===== src/rtl/assert_macros.svh =====
// assertion helpers for the decoder rtl
`ifndef ASSERT_MACROS_SVH
`define ASSERT_MACROS_SVH

`ifndef ASSERT_OFF
`define LZWBD_ASSERT(label, clk, rst, prop) \
   label: assert property (@(posedge clk) disable iff (rst) prop) \
      else $error("lzwbd assertion failed");
`define LZWBD_ASSERT_NR(label, clk, prop) \
   label: assert property (@(posedge clk) prop) \
      else $error("lzwbd assertion failed");
`else
`define LZWBD_ASSERT(label, clk, rst, prop)
`define LZWBD_ASSERT_NR(label, clk, prop)
`endif

`endif


===== src/rtl/lzwbd_pkg.sv =====
`timescale 1ns / 1ps
package lzwbd_pkg;

   localparam int DICT_ENTRIES = 4096;
   localparam int BLOCK_CODES  = 3840;

   localparam logic [11:0] FULL_TOP = 12'd4095;
   localparam logic [11:0] END_CODE = 12'd256;

   localparam logic [2:0] ST_BYTE     = 3'd0;
   localparam logic [2:0] ST_STARVED  = 3'd1;
   localparam logic [2:0] ST_END      = 3'd2;
   localparam logic [2:0] ST_BAD      = 3'd3;
   localparam logic [2:0] ST_ACCEPTED = 3'd4;
   localparam logic [2:0] ST_FULL     = 3'd5;
   localparam logic [2:0] ST_IDLE     = 3'd6;

   localparam logic [1:0] MODE_PUSH = 2'd0;
   localparam logic [1:0] MODE_PULL = 2'd1;
   localparam logic [1:0] MODE_RST  = 2'd2;
   localparam logic [1:0] MODE_RST3 = 2'd3;

   typedef struct packed {
      logic [1:0] mode;
      logic [7:0] data_byte;
   } req_type;

   typedef struct packed {
      logic [7:0] out_byte;
      logic [2:0] status;
      logic       string_end;
   } rsp_type;

   typedef enum logic [1:0] {
      OP_PUSH,
      OP_PULL,
      OP_RESTART
   } op_type;

   typedef struct packed {
      op_type     op;
      logic [7:0] data_byte;
   } cmd_type;

   typedef enum logic [2:0] {
      B_IDLE,
      B_CODE,
      B_FP,
      B_FC,
      B_WALK,
      B_WALK2,
      B_POP,
      B_POPD
   } back_state_type;

endpackage


===== src/rtl/lzwbd_front.sv =====
`timescale 1ns / 1ps
module lzwbd_front (
   input  logic               clock,
   input  logic               reset,
   input  logic               req_valid,
   output logic               req_ready,
   input  lzwbd_pkg::req_type req_payload,
   output logic               cmd_valid,
   input  logic               cmd_ready,
   output lzwbd_pkg::cmd_type cmd
);
   import lzwbd_pkg::*;

   cmd_type    slot_ff [2];
   logic       wp_ff, wp_in, rp_ff, rp_in;
   logic [1:0] cnt_ff, cnt_in;
   cmd_type    cls;
   logic       push, pop;

   always_comb begin
      cls.data_byte = req_payload.data_byte;
      unique case (req_payload.mode) inside
         MODE_PUSH: cls.op = OP_PUSH;
         MODE_PULL: cls.op = OP_PULL;
         MODE_RST, MODE_RST3: cls.op = OP_RESTART;
         default: cls.op = OP_RESTART;
      endcase
   end

   assign req_ready = (cnt_ff != 2'd2);
   assign cmd_valid = (cnt_ff != 2'd0);
   assign cmd       = slot_ff[rp_ff];
   assign push      = req_valid && req_ready;
   assign pop       = cmd_valid && cmd_ready;

   always_comb begin
      wp_in  = push ? ~wp_ff : wp_ff;
      rp_in  = pop ? ~rp_ff : rp_ff;
      cnt_in = cnt_ff + {1'b0, push} - {1'b0, pop};
   end

   always_ff @(posedge clock) begin
      if (reset) begin
         wp_ff  <= 1'b0;
         rp_ff  <= 1'b0;
         cnt_ff <= 2'd0;
      end else begin
         wp_ff  <= wp_in;
         rp_ff  <= rp_in;
         cnt_ff <= cnt_in;
      end
   end

   always_ff @(posedge clock) begin
      if (push) begin
         slot_ff[wp_ff] <= cls;
      end
   end

endmodule


===== config.mk =====
export PLATFORM = sky130hd
export DESIGN_NAME = lzwbd_front
export DESIGN_NICKNAME = d
export VERILOG_FILES = /design/src/rtl/assert_macros.svh /design/src/rtl/lzwbd_pkg.sv /design/src/rtl/lzwbd_front.sv
export SDC_FILE = /design/constraint.sdc
export NUM_CORES = 1
export LEC_CHECK = 0
export ABC_AREA = 1
export ABC_CLOCK_PERIOD_IN_PS = 1600
export BUFFER_PORTS_ARGS = -buffer_cell sky130_fd_sc_hd__buf_2
export CORE_ASPECT_RATIO = 0.6
export CORE_MARGIN = 5
export CORE_UTILIZATION = 40
export CTS_CLUSTER_DIAMETER = 120
export DETAILED_ROUTE_END_ITERATION = 10
export PLACE_DENSITY = 0.6
export SETUP_SLACK_MARGIN = 0.3
export SYNTH_ARGS = -nofsm -noshare
export SYNTH_HDL_FRONTEND = slang
export SYNTH_SLANG_ARGS = --single-unit
export TNS_END_PERCENT = 1

===== constraint.sdc =====
create_clock -name clock -period 1.6 [get_ports clock]
set_input_delay 0.16 -clock clock [delete_from_list [all_inputs] [get_ports clock]]
set_output_delay 0.16 -clock clock [all_outputs]
set_load 0.03 [all_outputs]

==> results.yml <==
outcome:
  status: "complete, no violations"
floorplanning:
  pin_count: 26
  rows: 14
  die_h_um: 48.6
  start_util_pct: 40.9
  core-area_mm2: 0.00243
  die-area_mm2: 0.00362
  die_w_um: 74.4
timing:
  fin_skew_ns: 0.00519
  worstMarginPinSlew_ns: 0.272
  final_hold_viol_count: 0
  whs_ns: 0.0825
  drv_slew: 0
  slew_headroom_pct: 81.8
  fin_crit_sh_pct: 85.6
  fmax_ghz: 0.730
  fin_setup_tns_ns: 0
  min_period_ns: 1.37
  setup_viol: 0
  rsz0062_at_grt: "true"
synthesis:
  synth_mux_area_share_pct: 11.3
  synth-simple-area-share_pct: 10.6
  syn_inst: 70
  synth_xor_area_share_pct: 0.881
  synth_area_um2: 995
  synthTopCellsByCount: "20 x edfxtp_1, 9 x inv_1, 7 x mux2_2, 7 x nor2_1, 6 x nand2_1"
  synth_top_family_by_area: "multiplexers"
  synthFlopType: "edfxtp_1"
  ys_ff_latch: 25
  ys_warn_count: 0
  synth_fp_nets: 85
  synth_edf_count: 20
  synth_compound_area_share_pct: 1.01
  synth_top_cell_area_share_pct: 60.4
  synth-seq-area-share_pct: 70.4
  netlist-cell-type-count: 18
  async_flop_share_pct: 0
  avgSynthCellArea_um2: 14.2
  yosys.area.top_type: "edfxtp_1"
  synthAdderAreaFrac_pct: 1.26
  synth_area_leaders: "edfxtp_1 60%, dfxtp_1 10%, mux2_2 7.9%"
  yosysMostFrequentCell: "edfxtp_1"
pwr:
  p_switching_uw: 810
  power_density_mw_per_mm2: 1680
  p_int_mw: 1.55
  finalPower_mw: 2.36
  power_frac_seq_pct: 39.3
  pwr-share-clk_pct: 14.8
  p_comb_share_pct: 45.9
  netSwitchingFraction_pct: 34.3
  irDropWorstVdd_mv: 0.825
  p_leak_nw: 0.595
cts:
  clock_sinks: 25
  cts_tree: "done"
  clk_latency_ns: 0.26
  cts.htree.levels: 1
  cts_buffers: 3
  clock-root-buffer: "clkbuf_8"
  clock_path_buffers: 2
  postCtsHoldBufs: 0
  cts.reportedPaths.clkPinSlew_ns: 0.08
routing:
  finalWirelength_um: 1670
  wl_per_cell_um: 12.2
  detail-route-antenna-nets: 0
  vias: 620
  drcViolationCount: 0
  drt_iter0_markers: 23
  first_pass_iters: 4
  vias_per_cell: 4.53
global_routing:
  overflow: 0
  antenna_found_initial: 0
  first_global_vias: 624
  grt_pass1_wl_um: 2640
  grt_max_degree: 15
  grtUsageTotal_pct: 10.1
setup_path:
  required_ns: 1.44
  crit-reg2reg-capture: "cnt_ff[1]"
  crit-reg2reg-launch: "cnt_ff[0]"
  rr_worst_depth: 10
  path_class: "flop to output pin"
  cp_data_arrival_time_ns: 1.21
  cp-start-kind: "flop"
  crit_path_end_kind: "output pin"
  path_max_fanout: 5
  ff2ff_setup_slack_ns: 0.27
placement:
  hpwlAfterDp_um: 1190
  portBuffers: 25
  gp_congestion: 0.696
worst_hold_path:
  hold_class: "input port to flop"
  hold_end: "slot_ff[1][3]"
  min_delay_path_depth: 1
  holdCritStartpoint: "req_payload[3]"
cells_and_area:
  num_antenna_cells: 0
  nets: 121
  area_growth_pct: 41.3
  drive_above_1_share_pct: 57.1
flow_run:
  cap_violations: 0
==> layout by cell type (no fill, tap or decap) <==
master,instances
ha_2,1
nor2_1,6
nand2_1,6
dfxtp_1,2
mux2_4,10
clkbuf_8,3
nor3_2,1
buf_12,1
nor2_4,2
inv_2,1
clkinv_2,1
a21oi_1,2
nor2_2,2
buf_6,11
dfxtp_4,3
nand3_1,1
edfxtp_1,20
nand2_4,2
xnor2_2,1
buf_4,6
buf_2,15
inv_1,8
==> routing by layer <==
layer / part of all wire [%] / wire length [µm] / GRT usage, %
met1: 43 / 719 / 12.0
met2: 45 / 744 / 14.7
met3: 11 / 178 / 6.40
met4: 1.4 / 23 / 3.55
met5: 0 / 0 / 0
==> power by group through the flow <==
stage	clock [mW]	combinational, mW	sequential [mW]
floorplan	0	0.594	0.899
finish	0.350	1.08	0.928
detailed placement	0	0.754	0.941
global route	0.399	1.17	0.944
global placement	0	0.742	0.937
CTS	0.367	1.02	0.919
==> what timing repair did <==
item | in CTS | in global routing
buffers inserted | 2 | 3
gates resized for setup | 35 | 4
endpoints found under the setup margin | 17 | 17
pin swaps | 0 | 9
==> registers in the layout, indices dropped and copies added (netlist names), named ones only <==
signal and cells:
slot_ff 20, cnt_ff 2, rp_ff 1, wp_ff 1
==> worst max path at each step <==
stage / depth (start not counted) / endpoint / startpoint
after global routing: 10 / cnt_ff[1] / cnt_ff[0]
after global placement: 10 / cnt_ff[1] / cnt_ff[1]
after CTS: 3 / cmd[9] / flop
final: 3 / cmd[3] / flop
after floorplan: 11 / cnt_ff[1] / cnt_ff[0]
after detailed placement: 10 / cnt_ff[1] / cnt_ff[1]
==> worst max-delay path, stage by stage, from the launching register on <==
cell and delay [ns]:
dfxtp_4 0.37, buf_6 0.14, mux2_4 0.31, buf_6 0.14
==> stage by stage <==
stage / cell area (µm²) / setup WS, ns / utilization [%] / std cells
final: 1410 / 0.230 / 57.7 / 137
after global routing: 1410 / 0.150 / 57.7 / 137
after global placement: 1180 / 0.249 / 48.5 / 128
after floorplan: 1000 / 0.287 / - / 70
after detailed placement: 1180 / 0.228 / 48.5 / 128
after CTS: 1370 / 0.218 / 56.2 / 134
==> kinds of logic after synthesis <==
kind of cell | Yosys count
flip-flops | 25
AND/OR/NAND/NOR | 20
buffers and inverters | 11
multiplexers | 10
AO/OA/AOI/OAI | 2
XOR/XNOR | 1
adder cells (fa/ha/maj) | 1
==> area by class of cell <==
cell class                      count  area [µm²]
Tap cell                           32        40.0
Timing Repair Buffer               33         264
Multi-Input combinational cell     34         309
Sequential cell                    25         712
Inverter                            9        33.8
Fill cell                         209        1030
Clock buffer                        3        41.3
Clock inverter                      1        5.00
(Power assumes the default switching activity.)
